## config.mk

```make
export PLATFORM = sky130hd
export DESIGN_NAME = crt_display_timing_controller
export DESIGN_NICKNAME = d
export VERILOG_FILES = /design/src/rtl/core/crtc_pkg.sv /design/src/rtl/core/crtc_regfile.sv /design/src/rtl/core/crtc_timing.sv /design/src/rtl/core/crt_display_timing_controller.sv
export SDC_FILE = /design/constraint.sdc
export NUM_CORES = 1
export LEC_CHECK = 0
export BUFFER_PORTS_ARGS = -buffer_cell sky130_fd_sc_hd__buf_2
export CAP_MARGIN = 5
export CORE_AREA = 2 2 173 175
export CTS_CLUSTER_DIAMETER = 50
export DETAILED_ROUTE_END_ITERATION = 10
export DIE_AREA = 0 0 175 177
export PLACE_DENSITY = 0.82
export SETUP_SLACK_MARGIN = 0.2
export SLEW_MARGIN = 20
export SYNTH_ARGS = -nofsm -noshare
export SYNTH_HDL_FRONTEND = slang
export SYNTH_SLANG_ARGS = --single-unit
export TNS_END_PERCENT = 20
```

## constraint.sdc

```tcl
create_clock -name clk_i -period 5.1 [get_ports clk_i]
set_input_delay 1.02 -clock clk_i [delete_from_list [all_inputs] [get_ports clk_i]]
set_output_delay 1.02 -clock clk_i [all_outputs]
set_load 0.02 [all_outputs]
```

## src/rtl/core/crtc_pkg.sv

```systemverilog
// Shared types, register indexes and codes for the CRT display timing controller.
// No dependencies; every other file in rtl/core imports this package.
package crtc_pkg;

  // Refresh address width and register file size.
  localparam int AddrBits = 14;
  localparam int NumRegs  = 18;
  localparam int ApbAddrW = 3;

  typedef logic [NumRegs-1:0][7:0] crtc_regs_t;

  // Kind of input word.
  localparam logic [1:0] KindTick  = 2'd0;
  localparam logic [1:0] KindWrite = 2'd1;
  localparam logic [1:0] KindRead  = 2'd2;
  localparam logic [1:0] KindPen   = 2'd3;

  // Bus port select.
  localparam logic PortAddr = 1'b0;
  localparam logic PortData = 1'b1;

  // Chip variants; the unused code behaves as the MC type.
  localparam logic [1:0] ChipUm  = 2'd0;
  localparam logic [1:0] ChipUmR = 2'd1;
  localparam logic [1:0] ChipMc  = 2'd2;

  // Cursor blink modes.
  localparam logic [1:0] BlinkOn   = 2'd0;
  localparam logic [1:0] BlinkOff  = 2'd1;
  localparam logic [1:0] BlinkSlow = 2'd2;
  localparam logic [1:0] BlinkFast = 2'd3;

  // Register indexes.
  localparam logic [4:0] RegHTotal     = 5'd0;
  localparam logic [4:0] RegHDisp      = 5'd1;
  localparam logic [4:0] RegHSyncPos   = 5'd2;
  localparam logic [4:0] RegSyncWidth  = 5'd3;
  localparam logic [4:0] RegVTotal     = 5'd4;
  localparam logic [4:0] RegVAdjust    = 5'd5;
  localparam logic [4:0] RegVDisp      = 5'd6;
  localparam logic [4:0] RegVSyncPos   = 5'd7;
  localparam logic [4:0] RegMode       = 5'd8;
  localparam logic [4:0] RegMaxRaster  = 5'd9;
  localparam logic [4:0] RegCurStart   = 5'd10;
  localparam logic [4:0] RegCurEnd     = 5'd11;
  localparam logic [4:0] RegStartHi    = 5'd12;
  localparam logic [4:0] RegStartLo    = 5'd13;
  localparam logic [4:0] RegCurHi      = 5'd14;
  localparam logic [4:0] RegCurLo      = 5'd15;
  localparam logic [4:0] RegPenHi      = 5'd16;
  localparam logic [4:0] RegPenLo      = 5'd17;

  // Configuration register index.
  localparam logic CfgChipType = 1'b0;

  // Status byte bit for vertical blank.
  localparam logic [7:0] StatusVBlank = 8'h20;

  // Display outputs that travel together.
  typedef struct packed {
    logic [AddrBits-1:0] memory_address;
    logic [4:0]          row_address;
    logic                disp_active;
    logic                hsync;
    logic                vsync;
    logic                cursor;
  } crtc_disp_t;

  // Writable bits of each register.
  function automatic logic [7:0] crtc_reg_mask(input logic [4:0] idx);
    logic [7:0] m;
    unique case (idx)
      RegVTotal, RegVDisp, RegVSyncPos, RegCurStart: m = 8'h7F;
      RegVAdjust, RegMaxRaster, RegCurEnd:           m = 8'h1F;
      RegMode:                                       m = 8'hF3;
      RegStartHi, RegCurHi, RegPenHi:                m = 8'h3F;
      default:                                       m = 8'hFF;
    endcase
    return m;
  endfunction

  // Readable registers depend on the variant.
  function automatic logic crtc_can_read(input logic [4:0] idx, input logic [1:0] chip);
    logic ok;
    if (idx > RegPenLo) begin
      ok = 1'b0;
    end else if (chip == ChipUm) begin
      ok = (idx >= RegStartHi);
    end else begin
      ok = (idx >= RegCurHi);
    end
    return ok;
  endfunction

endpackage

```

## src/rtl/core/crtc_regfile.sv

```systemverilog
// Register file, address register and bus read path of the CRT controller.
// Depends on crtc_pkg.
module crtc_regfile (
  input  logic                         clk_i,
  input  logic                         rst_ni,
  input  logic                         en_i,
  input  logic [1:0]                   kind_i,
  input  logic                         bus_address_i,
  input  logic [7:0]                   write_data_i,
  input  logic [1:0]                   chip_type_i,
  input  logic [crtc_pkg::AddrBits-1:0] refresh_addr_i,
  input  logic                         vde_i,
  output crtc_pkg::crtc_regs_t         regs_o,
  output logic [7:0]                   read_data_o
);
  import crtc_pkg::*;

  crtc_regs_t regs_q;
  logic [4:0] sel_q;
  logic       is_mc;
  logic [7:0] sel_val;

  assign is_mc = (chip_type_i >= ChipMc);

  // Register writes from the bus, light-pen capture of the refresh address.
  always_ff @(posedge clk_i or negedge rst_ni) begin
    if (!rst_ni) begin
      regs_q <= '0;
      sel_q  <= '0;
    end else if (en_i) begin
      if (kind_i == KindWrite) begin
        if (bus_address_i == PortAddr) begin
          sel_q <= write_data_i[4:0];
        end else if (sel_q < RegPenHi) begin
          regs_q[sel_q] <= write_data_i & crtc_reg_mask(sel_q);
        end
      end else if (kind_i == KindPen) begin
        regs_q[RegPenHi] <= {2'b00, refresh_addr_i[AddrBits-1:8]};
        regs_q[RegPenLo] <= refresh_addr_i[7:0];
      end
    end
  end

  // Read of the selected register, or the status byte on the address port.
  always_comb begin
    sel_val = '0;
    if (crtc_can_read(sel_q, chip_type_i)) begin
      sel_val = regs_q[sel_q] & crtc_reg_mask(sel_q);
    end
    read_data_o = '0;
    if (kind_i == KindRead) begin
      if (bus_address_i == PortAddr) begin
        read_data_o = (!is_mc && !vde_i) ? StatusVBlank : 8'h00;
      end else begin
        read_data_o = sel_val;
      end
    end
  end

  assign regs_o = regs_q;

  // Timing registers change only on a bus write word.
  a_regs_hold: assert property (@(posedge clk_i) disable iff (!rst_ni)
    !(en_i && (kind_i == KindWrite)) |=> $stable(regs_q[15:0]))
    else $error("timing registers changed without a bus write");

endmodule

```

## src/rtl/core/crtc_timing.sv

```systemverilog
// Horizontal, raster, row, sync and cursor-blink counters of the CRT controller.
// Depends on crtc_pkg.
module crtc_timing (
  input  logic                          clk_i,
  input  logic                          rst_ni,
  input  logic                          tick_i,
  input  logic [1:0]                    chip_type_i,
  input  crtc_pkg::crtc_regs_t          regs_i,
  output crtc_pkg::crtc_disp_t          disp_d_o,
  output logic [crtc_pkg::AddrBits-1:0] refresh_addr_o,
  output logic                          vde_o
);
  import crtc_pkg::*;

  logic [7:0]          col_q, col_d;
  logic [4:0]          hsc_q, hsc_d;
  logic [6:0]          row_q, row_d;
  logic [4:0]          raster_q, raster_d;
  logic [4:0]          vsc_q, vsc_d;
  logic                in_adj_q, in_adj_d;
  logic [AddrBits-1:0] ra_q, ra_d;
  logic [AddrBits-1:0] rsa_q, rsa_d;
  logic                hs_q, hs_d, vs_q, vs_d;
  logic                hde_q, hde_d, vde_q, vde_d;
  logic                cursor_q, cursor_d, line_q, line_d;
  logic [4:0]          bc_q, bc_d;
  logic                phase_q, phase_d;

  logic [4:0]          adj;
  logic                has_adj;
  logic [4:0]          last_ras;
  logic                frame_done;
  logic [4:0]          blink_inc;
  logic [4:0]          blink_limit;
  logic [4:0]          hs_w;
  logic [4:0]          vs_w;
  logic [3:0]          vs_nib;
  logic [1:0]          blink_sel;
  logic                blink_pass;
  logic [AddrBits-1:0] cursor_ma;
  logic                is_mc;

  assign is_mc       = (chip_type_i >= ChipMc);
  assign adj         = regs_i[RegVAdjust][4:0];
  assign has_adj     = (adj != 5'd0);
  assign last_ras    = in_adj_q ? (has_adj ? adj - 5'd1 : 5'd0) : regs_i[RegMaxRaster][4:0];
  assign frame_done  = (raster_q == last_ras) &&
                       (in_adj_q || (!has_adj && (row_q == regs_i[RegVTotal][6:0])));
  assign blink_inc   = bc_q + 5'd1;
  assign blink_sel   = regs_i[RegCurStart][6:5];
  assign blink_limit = (blink_sel == BlinkFast) ? 5'd16 : 5'd8;
  assign cursor_ma   = {regs_i[RegCurHi][5:0], regs_i[RegCurLo]};

  // Sync widths per variant.
  assign vs_nib = regs_i[RegSyncWidth][7:4];
  assign hs_w = (is_mc && (regs_i[RegSyncWidth][3:0] == 4'd0)) ?
                5'd16 : {1'b0, regs_i[RegSyncWidth][3:0]};
  assign vs_w = (chip_type_i != ChipUm) ? 5'd16 :
                ((vs_nib == 4'd0) ? 5'd16 : {1'b0, vs_nib});

  // Next state for one character tick.
  always_comb begin
    col_d    = col_q;
    hsc_d    = hsc_q;
    row_d    = row_q;
    raster_d = raster_q;
    vsc_d    = vsc_q;
    in_adj_d = in_adj_q;
    ra_d     = ra_q;
    rsa_d    = rsa_q;
    hs_d     = hs_q;
    vs_d     = vs_q;
    hde_d    = hde_q;
    vde_d    = vde_q;
    cursor_d = cursor_q;
    line_d   = line_q;
    bc_d     = bc_q;
    phase_d  = phase_q;
    blink_pass = 1'b0;

    if (tick_i) begin
      // Character, raster and row counters.
      if (col_q == regs_i[RegHTotal]) begin
        col_d = '0;
        if (frame_done) begin
          raster_d = '0;
          row_d    = '0;
          in_adj_d = 1'b0;
          rsa_d    = {regs_i[RegStartHi][5:0], regs_i[RegStartLo]};
          bc_d     = blink_inc;
          if (blink_inc >= blink_limit) begin
            bc_d    = '0;
            phase_d = !phase_q;
          end
        end else if (!in_adj_q && (raster_q == last_ras)) begin
          raster_d = '0;
          rsa_d    = rsa_q + {6'b0, regs_i[RegHDisp]};
          row_d    = row_q + 7'd1;
          if ((row_d == regs_i[RegVTotal][6:0]) && has_adj) begin
            in_adj_d = 1'b1;
          end
        end else begin
          raster_d = raster_q + 5'd1;
        end
        ra_d = rsa_d;
      end else begin
        col_d = col_q + 8'd1;
        ra_d  = ra_q + 14'd1;
      end

      hde_d = (col_d < regs_i[RegHDisp]);
      vde_d = (row_d < regs_i[RegVDisp][6:0]);

      // Horizontal sync.
      if (hs_q) begin
        if (hsc_q >= hs_w) begin
          hs_d  = 1'b0;
          hsc_d = '0;
        end else begin
          hsc_d = hsc_q + 5'd1;
        end
      end else if (col_d == regs_i[RegHSyncPos]) begin
        hs_d  = 1'b1;
        hsc_d = 5'd1;
      end

      // Vertical sync, counted in lines at the hsync position.
      if (col_d == regs_i[RegHSyncPos]) begin
        if (!vs_q && (row_d == regs_i[RegVSyncPos][6:0]) && (raster_d == 5'd0)) begin
          vs_d  = 1'b1;
          vsc_d = '0;
        end else if (vs_q) begin
          vsc_d = vsc_q + 5'd1;
          if (vsc_d == vs_w) begin
            vs_d = 1'b0;
          end
        end
      end

      // Cursor line window and blink.
      if (hde_d && vde_d && (ra_d == cursor_ma)) begin
        unique case (blink_sel)
          BlinkOn:  blink_pass = 1'b1;
          BlinkOff: blink_pass = 1'b0;
          default:  blink_pass = phase_d;
        endcase
        if (raster_d == 5'd0) begin
          line_d = 1'b0;
        end
        if (raster_d == regs_i[RegCurStart][4:0]) begin
          line_d = 1'b1;
        end
        cursor_d = line_d && blink_pass;
        if (raster_d == regs_i[RegCurEnd][4:0]) begin
          line_d = 1'b0;
        end
      end else begin
        cursor_d = 1'b0;
      end
    end
  end

  // Counter state.
  always_ff @(posedge clk_i or negedge rst_ni) begin
    if (!rst_ni) begin
      col_q    <= '0;
      hsc_q    <= '0;
      row_q    <= '0;
      raster_q <= '0;
      vsc_q    <= '0;
      in_adj_q <= 1'b0;
      ra_q     <= '0;
      rsa_q    <= '0;
      hs_q     <= 1'b0;
      vs_q     <= 1'b0;
      hde_q    <= 1'b0;
      vde_q    <= 1'b0;
      cursor_q <= 1'b0;
      line_q   <= 1'b0;
      bc_q     <= '0;
      phase_q  <= 1'b1;
    end else begin
      col_q    <= col_d;
      hsc_q    <= hsc_d;
      row_q    <= row_d;
      raster_q <= raster_d;
      vsc_q    <= vsc_d;
      in_adj_q <= in_adj_d;
      ra_q     <= ra_d;
      rsa_q    <= rsa_d;
      hs_q     <= hs_d;
      vs_q     <= vs_d;
      hde_q    <= hde_d;
      vde_q    <= vde_d;
      cursor_q <= cursor_d;
      line_q   <= line_d;
      bc_q     <= bc_d;
      phase_q  <= phase_d;
    end
  end

  // Outputs as they stand after the current word.
  always_comb begin
    disp_d_o.memory_address = ra_d;
    disp_d_o.row_address    = raster_d;
    disp_d_o.disp_active    = hde_d && vde_d;
    disp_d_o.hsync          = hs_d;
    disp_d_o.vsync          = vs_d;
    disp_d_o.cursor         = cursor_d;
  end

  assign refresh_addr_o = ra_q;
  assign vde_o          = vde_q;

  // Counters advance only on character ticks.
  a_tick_only: assert property (@(posedge clk_i) disable iff (!rst_ni)
    !tick_i |=> $stable(col_q) && $stable(raster_q) && $stable(row_q) && $stable(ra_q))
    else $error("counters moved without a character tick");

  // Horizontal sync count stays within the widest sync.
  a_hs_bound: assert property (@(posedge clk_i) disable iff (!rst_ni)
    hs_q |-> (hsc_q <= 5'd16))
    else $error("hsync count past maximum width");

  // Cursor shows only inside the display area.
  a_cursor_de: assert property (@(posedge clk_i) disable iff (!rst_ni)
    cursor_q |-> (hde_q && vde_q))
    else $error("cursor outside display area");

endmodule

```

## src/rtl/core/crt_display_timing_controller.sv

```systemverilog
// Top level of the CRT display timing controller: input stage, result register, APB port.
// A word passes from the input stage to the result register, which holds its result word.
// Throughput: one word per cycle when the result slot is free; one regfile and counter pass.
// Reset: asynchronous, active low; clears all counters, the register file and valid flags,
// sets the chip type to the MC variant and the blink phase to on.
// Depends on crtc_pkg, crtc_regfile and crtc_timing.
module crt_display_timing_controller (
  input  logic                          clk_i,
  input  logic                          rst_ni,
  // Input words
  input  logic                          in_valid_i,
  output logic                          in_ready_o,
  input  logic [1:0]                    kind_i,
  input  logic                          bus_address_i,
  input  logic [7:0]                    write_data_i,
  // Result words
  output logic                          out_valid_o,
  input  logic                          out_ready_i,
  output logic [7:0]                    read_data_o,
  output logic [crtc_pkg::AddrBits-1:0] memory_address_o,
  output logic [4:0]                    row_address_o,
  output logic                          disp_active_o,
  output logic                          hsync_o,
  output logic                          vsync_o,
  output logic                          cursor_o,
  // Configuration port
  input  logic                          psel,
  input  logic                          penable,
  input  logic                          pwrite,
  input  logic [crtc_pkg::ApbAddrW-1:0] paddr,
  input  logic [31:0]                   pwdata,
  output logic [31:0]                   prdata,
  output logic                          pready
);
  import crtc_pkg::*;

  logic                in_valid_q;
  logic [1:0]          kind_q;
  logic                bus_address_q;
  logic [7:0]          write_data_q;
  logic                out_valid_q;
  logic [7:0]          read_data_q;
  crtc_disp_t          disp_q;
  logic                adv;
  logic [1:0]          chip_type_q;
  crtc_regs_t          regs;
  logic [7:0]          read_data;
  crtc_disp_t          disp_d;
  logic [AddrBits-1:0] refresh_addr;
  logic                vde;

  // Pipeline moves when the input stage holds a word and the result slot is free.
  assign adv        = in_valid_q && (!out_valid_q || out_ready_i);
  assign in_ready_o = !in_valid_q || adv;

  // Input stage.
  always_ff @(posedge clk_i or negedge rst_ni) begin
    if (!rst_ni) begin
      in_valid_q <= 1'b0;
    end else if (in_ready_o) begin
      in_valid_q <= in_valid_i;
    end
  end

  always_ff @(posedge clk_i) begin
    if (in_ready_o && in_valid_i) begin
      kind_q        <= kind_i;
      bus_address_q <= bus_address_i;
      write_data_q  <= write_data_i;
    end
  end

  // Configuration register and APB read.
  always_ff @(posedge clk_i or negedge rst_ni) begin
    if (!rst_ni) begin
      chip_type_q <= ChipMc;
    end else if (psel && penable && pwrite && pready && (paddr[2] == CfgChipType)) begin
      chip_type_q <= pwdata[1:0];
    end
  end

  assign pready = 1'b1;
  assign prdata = (paddr[2] == CfgChipType) ? {30'b0, chip_type_q} : 32'b0;

  crtc_regfile u_regfile (
    .clk_i          (clk_i),
    .rst_ni         (rst_ni),
    .en_i           (adv),
    .kind_i         (kind_q),
    .bus_address_i  (bus_address_q),
    .write_data_i   (write_data_q),
    .chip_type_i    (chip_type_q),
    .refresh_addr_i (refresh_addr),
    .vde_i          (vde),
    .regs_o         (regs),
    .read_data_o    (read_data)
  );

  crtc_timing u_timing (
    .clk_i          (clk_i),
    .rst_ni         (rst_ni),
    .tick_i         (adv && (kind_q == KindTick)),
    .chip_type_i    (chip_type_q),
    .regs_i         (regs),
    .disp_d_o       (disp_d),
    .refresh_addr_o (refresh_addr),
    .vde_o          (vde)
  );

  // Result register.
  always_ff @(posedge clk_i or negedge rst_ni) begin
    if (!rst_ni) begin
      out_valid_q <= 1'b0;
    end else if (adv) begin
      out_valid_q <= 1'b1;
    end else if (out_ready_i) begin
      out_valid_q <= 1'b0;
    end
  end

  always_ff @(posedge clk_i) begin
    if (adv) begin
      read_data_q <= read_data;
      disp_q      <= disp_d;
    end
  end

  assign out_valid_o      = out_valid_q;
  assign read_data_o      = read_data_q;
  assign memory_address_o = disp_q.memory_address;
  assign row_address_o    = disp_q.row_address;
  assign disp_active_o    = disp_q.disp_active;
  assign hsync_o          = disp_q.hsync;
  assign vsync_o          = disp_q.vsync;
  assign cursor_o         = disp_q.cursor;

endmodule
```

==> flow_metrics.env, run 1 <==
export IMPL_slew_limit_headroom=0.327
export IMPL_gp_routability_congestion=0.988
export IMPL_cts_tree="yes"
export IMPL_wl_met3_um=4710
export IMPL_post_drt_wl_per_cell_um=23.0
export IMPL_synth_xor_area_share=0.0522
export IMPL_drt_iter0_drc=1389
export IMPL_die_w_um=175
export IMPL_htree_levels=2
export IMPL_internal_power_mw=5.08
export IMPL_p_switching_mw=3.29
export IMPL_cp_arrival_ns=5.11
export IMPL_switching_share=0.393
export IMPL_portBuffers=55
export IMPL_insertion_delay_ns=0.53
export IMPL_yosys_warnings=0
export IMPL_clock_skew_ns=0.0248
export IMPL_ys_async_sr_fraction=0.839
export IMPL_clock_fmax_ghz=0.212
export IMPL_die_area_um2=31000
export IMPL_syn_inst=1600
export IMPL_wl_met2_um=21500
export IMPL_synth_ff_latch_count=261
export IMPL_seq_area_frac_synth=0.425
export IMPL_core_area_um2=29200
export IMPL_final_common_cell="dfrtp_1"
export IMPL_grt_pass1_vias=12800
export IMPL_nNetsFinal=1739
export IMPL_hold_path_startpoint="u_timing.hde_q$_DFF_PN0_"
export IMPL_antenna_cells=0
export IMPL_hpwl_um=34200
export IMPL_clkPwrFrac=0.308
export IMPL_leakagePower_nw=7.72
export IMPL_die_h_um=177
export IMPL_min_path_type="flop to flop"
export IMPL_status="completed"
export IMPL_firstDrtPassIters=7
export IMPL_grt_start_max_net_pins=104
export IMPL_cts_buffers=35
export IMPL_grt_ovfl_total=0
export IMPL_ys_dominant_reg_cell="dfrtp_1"
export IMPL_ant_nets=0
export IMPL_cp_max_fo=12
export IMPL_final_max_slew_viol_count=0
export IMPL_drt_total_wl_um=47400
export IMPL_grt_setup_unrepaired="no"
export IMPL_hold_end="u_timing.hde_q$_DFF_PN0_"
export IMPL_synthSimpleGateAreaFrac=0.169
export IMPL_cts_buffer_depth=3
export IMPL_path_clk_slew_ns=0.06
export IMPL_hold_viol_final=0
export IMPL_worstMarginPinSlew_ns=0.995
export IMPL_required_ns=5.50
export IMPL_worstHoldPathCells=1
export IMPL_synth_mux_area_frac=0.124
export IMPL_reg2reg_to="u_timing.line_q$_DFFE_PN0P_"
export IMPL_synth_top_family_by_area="simple AND/OR/NAND/NOR gates"
export IMPL_synth_fa_ha_area_frac=0.0312
export IMPL_drc_errors=0
export IMPL_cts_root_buffer="clkbuf_16"
export IMPL_wl_met1_um=18700
export IMPL_finalSetupViolCount=0
export IMPL_p_seq_frac=0.341
export IMPL_synth_area_um2=15900
export IMPL_min_period_ns=4.71
export IMPL_start_util=0.542
export IMPL_worst_setup_path_end_kind="flop"
export IMPL_max_vdd_ir_drop_uv=344
export IMPL_drt_vias_per_instance=6.44
export IMPL_p_total_mw=8.37
export IMPL_ys_types=98
export IMPL_holdBufCountCts=0
export IMPL_ios=119
export IMPL_rrSetupSlack_ns=0.39
export IMPL_synth_compound_area_frac=0.148
export IMPL_clkSinkCount=261
export IMPL_synth_edf_count=42
export IMPL_row_count=63
export IMPL_syn2layout_area_growth_pct=12.1
export IMPL_grt_usage=0.310
export IMPL_n_fill_cell=2373
export IMPL_cap_violations=0
export IMPL_critical_path_class="flop to flop"
export IMPL_worst_setup_path_start_kind="flop"
export IMPL_p_per_area_nw_per_um2=471
export IMPL_setup_tns_ns=0
export IMPL_grt_pass1_wl_um=73600
export IMPL_post_route_cells_drive_above_1_share=0.194
export IMPL_antenna_found_initial=1
export IMPL_layout_common_cells="215 x dfrtp_1, 210 x nand2_1, 139 x o21ai_0"
export IMPL_highest_layer="met5"
export IMPL_finalCritPeriodShare=0.923
export IMPL_avgSynthCellArea_um2=9.91
export IMPL_r2r_start="u_regfile.regs_o[42]$_DFFE_PN0P_"
export IMPL_p_comb_frac=0.351
export IMPL_vias=13300
export IMPL_ff2ff_path_depth=18
cell families after synthesis:
kind of cell	Yosys count
compound gates	358
xor+xnor	88
fa+ha+maj	39
buf+inv	167
flops	261
mux	144
other cells	2
simple gates	541
repair_timing:
| action | CTS | global route |
|---|---|---|
| setup buffers | 0 | 1 |
| resized for setup | 0 | 4 |
| endpoints found under the setup margin | 0 | 3 |
per-layer routing:
layer | up-vias | GRT usage
met2 | 710 | 0.484
met1 | 6517 | 0.406
met3 | 169 | 0.0700
li1 | 5885 | -
met4 | 2 | 0.161
met5 | - | 0
metrics by stage:
stage                     worst slack, ns  instance area [um^2]  cells   util  hold slack (ns)
final                               0.393                 17800   2064  0.608            0.468
after global routing                0.210                 17800   2064  0.608            0.499
after CTS                           0.281                 17700   2063  0.607            0.469
after detailed placement            0.334                 16500   1999  0.565            0.456
after global placement              0.358                 16500   1999  0.565            0.447
after floorplan                     0.591                 16000   1629      -            0.438
worst max-delay path by stage:
stage / start / to / slack, ns
2_1_floorplan: u_regfile.regs_o[40]$_DFFE_PN0P_ / u_timing.line_q$_DFFE_PN0P_ / 0.59
3_3_place_gp: u_regfile.regs_o[40]$_DFFE_PN0P_ / u_timing.line_q$_DFFE_PN0P_ / 0.36
3_5_place_dp: u_regfile.regs_o[40]$_DFFE_PN0P_ / u_timing.line_q$_DFFE_PN0P_ / 0.33
4_1_cts: u_regfile.regs_o[40]$_DFFE_PN0P_ / u_timing.line_q$_DFFE_PN0P_ / 0.28
5_1_grt: u_regfile.regs_o[40]$_DFFE_PN0P_ / u_timing.line_q$_DFFE_PN0P_ / 0.21
6_report: u_regfile.regs_o[42]$_DFFE_PN0P_ / u_timing.line_q$_DFFE_PN0P_ / 0.39
registers in the layout, indices dropped and copies added, names as in the netlist, 7 cells and up:
register and cells:
u_timing.row_q 7, u_timing.rsa_q 14, u_timing.col_q 8, read_data_o 8, u_timing.refresh_addr_o 14, memory_address_o 14
u_regfile.regs_o 139, write_data_q 8
final cells by class:
class | count | area [um^2] | share of cell area
sequential | 261 | 6750 | 0.379
clock inverter | 19 | 254 | 0.0143
tap | 390 | 488 | 0.0274
clock buffer | 45 | 965 | 0.0542
multi-input combinational | 1201 | 8500 | 0.478
inverter | 44 | 165 | 0.00929
timing repair buffer | 104 | 666 | 0.0374
power groups by stage:
stage	logic, mW	clock network [mW]	registers (mW)
floorplan	2.04	0	2.67
global placement	2.78	0	2.85
detailed placement	2.85	0	2.87
CTS	2.87	2.60	2.83
global route	3.17	2.68	2.89
finish	2.94	2.58	2.86
synthesized netlist by cell type (22+ instances only):
library cell | number | area (um^2)
nor2_1 | 85 | 319
nand3_1 | 47 | 235
xnor2_1 | 57 | 499
xor2_1 | 27 | 236
nand2_1 | 210 | 788
a21oi_1 | 57 | 285
o21ai_0 | 139 | 696
mux4_2 | 33 | 743
inv_1 | 43 | 161
buf_4 | 31 | 233
ha_1 | 38 | 475
nor2b_1 | 22 | 138
nor3_1 | 36 | 180
mux2_2 | 89 | 1000
dfrtp_1 | 217 | 5430
edfxtp_1 | 42 | 1260
clkbuf_1 | 72 | 270
critical path, cell delays in order, from the launching register on:
cell and delay (ns):
dfrtp_1 0.55, nand4bb_1 0.28, a21o_1 0.24, a211o_4 0.39
or4_4 0.54, nor2_4 0.13, a21oi_1 0.06, o21ai_0 0.15
o31ai_1 0.13, ha_1 0.32, a21o_1 0.16, a21o_1 0.18
a221o_1 0.39, nor3_2 0.17, buf_4 0.14, nand4_1 0.09
nor4_2 0.16, buf_4 0.19, mux2_1 0.32
Power figures use the tool's default switching activity.
==> run 2, diff against run 1 <==
--- a/config.mk
+++ b/config.mk
@@ -12,6 +12,7 @@
 export DETAILED_ROUTE_END_ITERATION = 10
 export DIE_AREA = 0 0 175 177
 export PLACE_DENSITY = 0.82
+export RECOVER_POWER = 100
 export SETUP_SLACK_MARGIN = 0.2
 export SLEW_MARGIN = 20
 export SYNTH_ARGS = -nofsm -noshare
==> flow_metrics.env, run 2 (synthesized netlist as in run 1, its figures left out) <==
export IMPL_status="finished, violations left"
export IMPL_violations="capacitance limit, slew limit"
export IMPL_cp_arrival_ns=5.18
export IMPL_drt_vias_per_instance=6.43
export IMPL_vias=13300
export IMPL_path_cells="inv_1 -> ha_1 -> nand4bb_1 -> a21o_1 -> a211o_1 -> or4_4 -> nor2_4 -> a21oi_1 -> o21ai_0 -> o31ai_1 -> ha_1 -> a21o_1 -> a21o_1 -> a221o_1 -> nor3_2 -> buf_4 -> nand4_1 -> nor4_2 -> buf_4 -> mux2_1"
export IMPL_largest_reg_flops=139
export IMPL_required_ns=5.50
export IMPL_path_clk_slew_ns=0.06
export IMPL_critical_path_class="flop to flop"
export IMPL_drt_total_wl_um=47500
export IMPL_final_common_cell="dfrtp_1"
export IMPL_hpwl_um=34200
export IMPL_grt_pass1_vias=12800
export IMPL_nNetsFinal=1739
export IMPL_ios=119
export IMPL_gp_routability_congestion=0.988
export IMPL_cap_violations=6
export IMPL_core_area_um2=29200
export IMPL_firstDrtPassIters=8
export IMPL_htree_levels=2
export IMPL_post_dp_cell_area_um2=16500
export IMPL_post_route_cells_drive_above_1_share=0.159
export IMPL_drt_iter0_drc=1430
export IMPL_hold_viol_final=0
export IMPL_layout_common_cells="216 x dfrtp_1, 210 x nand2_1, 139 x o21ai_0"
export IMPL_setup_tns_ns=0
export IMPL_path_common_cell="a21o_1"
export IMPL_leakagePower_nw=7.56
export IMPL_die_h_um=177
export IMPL_critPathBufInv=3
export IMPL_min_path_type="flop to flop"
export IMPL_slowest_stage="or4_4"
export IMPL_stdcell_area_um2=17700
export IMPL_max_stage_delay_ns=0.57
export IMPL_finalCritPeriodShare=0.938
export IMPL_die_w_um=175
export IMPL_worst_setup_path_start_kind="flop"
export IMPL_row_count=63
export IMPL_internal_power_mw=5.04
export IMPL_clock_skew_ns=0.0224
export IMPL_insertion_delay_ns=0.53
export IMPL_grt_usage=0.310
export IMPL_max_vdd_ir_drop_uv=354
export IMPL_cp_max_fo=8
export IMPL_worst_setup_path_end_kind="flop"
export IMPL_multi_input_area_um2=8470
export IMPL_grt_start_max_net_pins=104
export IMPL_switching_share=0.394
export IMPL_holdBufCountCts=0
export IMPL_finalSetupViolCount=0
export IMPL_worstMarginPinSlew_ns=2.77
export IMPL_post_drt_wl_per_cell_um=23.0
export IMPL_p_switching_mw=3.28
export IMPL_start_util=0.542
export IMPL_p_seq_frac=0.343
export IMPL_syn2layout_area_growth_pct=11.3
export IMPL_p_per_area_nw_per_um2=471
export IMPL_n_fill_cell=2400
export IMPL_grt_setup_unrepaired="no"
export IMPL_clock_fmax_ghz=0.209
export IMPL_final_cells=2065
export IMPL_final_max_slew_viol_count=237
export IMPL_placed_cells=1999
export IMPL_cts_buffers=35
export IMPL_cts_tree="yes"
export IMPL_cp_top_family="compound AO/OA/AOI/OAI gates"
export IMPL_cts_root_buffer="clkbuf_16"
export IMPL_grt_pass1_wl_um=73600
export IMPL_ant_nets=0
export IMPL_die_area_um2=31000
export IMPL_cts_buffer_depth=3
export IMPL_grt_ovfl_total=0
export IMPL_drc_errors=0
export IMPL_p_comb_frac=0.348
export IMPL_antenna_found_initial=1
export IMPL_clkSinkCount=261
export IMPL_clkPwrFrac=0.309
export IMPL_min_period_ns=4.78
export IMPL_p_total_mw=8.32
export IMPL_portBuffers=55
export IMPL_worst_hold_slack_ns=0.472
export IMPL_seq_area_um2=6750
export IMPL_slew_limit_headroom=-0.844
## run 2: cell count changes in the layout (fill, tap and decap cells not counted), sizes merged
cell	before	now
buf	104	55
clkbuf	45	94
diode	0	1
## run 2: cell type report
cell class / instances / share of cell area
inverters: 44 / 0.00936
clock buffers: 45 / 0.0547
repair buffers: 104 / 0.0320
flip-flops and latches: 261 / 0.382
diodes: 1 / 0.000142
multi-input cells: 1201 / 0.480
well taps: 390 / 0.0276
clock inverters: 19 / 0.0144
## run 2: path summary, 6_finish.rpt
check                                                 start                                    to  slack [ns]  depth (start not counted)
max                        u_regfile.regs_o[40]$_DFFE_PN0P_           u_timing.line_q$_DFFE_PN0P_        0.32                         20
min                                u_timing.hde_q$_DFF_PN0_              u_timing.hde_q$_DFF_PN0_        0.47                          1
max reg2reg                u_regfile.regs_o[40]$_DFFE_PN0P_           u_timing.line_q$_DFFE_PN0P_        0.32                         20
min reg2reg                        u_timing.hde_q$_DFF_PN0_              u_timing.hde_q$_DFF_PN0_        0.47                          1
max in group asynchronous                            rst_ni           u_timing.line_q$_DFFE_PN0P_        1.67                          2
min in group asynchronous                            rst_ni  u_timing.refresh_addr_o[9]$_DFF_PN0_        1.32                          1
## run 2: metrics by stage
stage	utilization	setup slack, ns
final	0.604	0.316
after detailed placement	0.565	0.334
after global placement	0.565	0.358
after global routing	0.603	0.124
after CTS	0.607	0.281
after floorplan	-	0.591
## run 2: what timing repair did
item / 4_1_cts / 5_1_grt
gates resized for setup: 0 / 4
setup endpoints to repair: 0 / 3
buffers inserted: 0 / 1
## run 2: power groups by stage
stage                     Sequential (mW)  Combinational (mW)  Clock, mW
after floorplan                      2.67                2.04          0
after global placement               2.85                2.78          0
after detailed placement             2.87                2.85          0
after CTS                            2.83                2.87       2.60
after global routing                 2.89                3.12       2.68
final                                2.86                2.89       2.57
## run 2: layer usage
layer  share of wire  vias up  GRT usage  wire (um)
li1                -     5890          -          -
met1            0.40     6544      0.406      19100
met2            0.46      704      0.484      21900
met3           0.093      150     0.0700       4410
met4           0.044        0      0.161       2110
met5               0        -          0          0
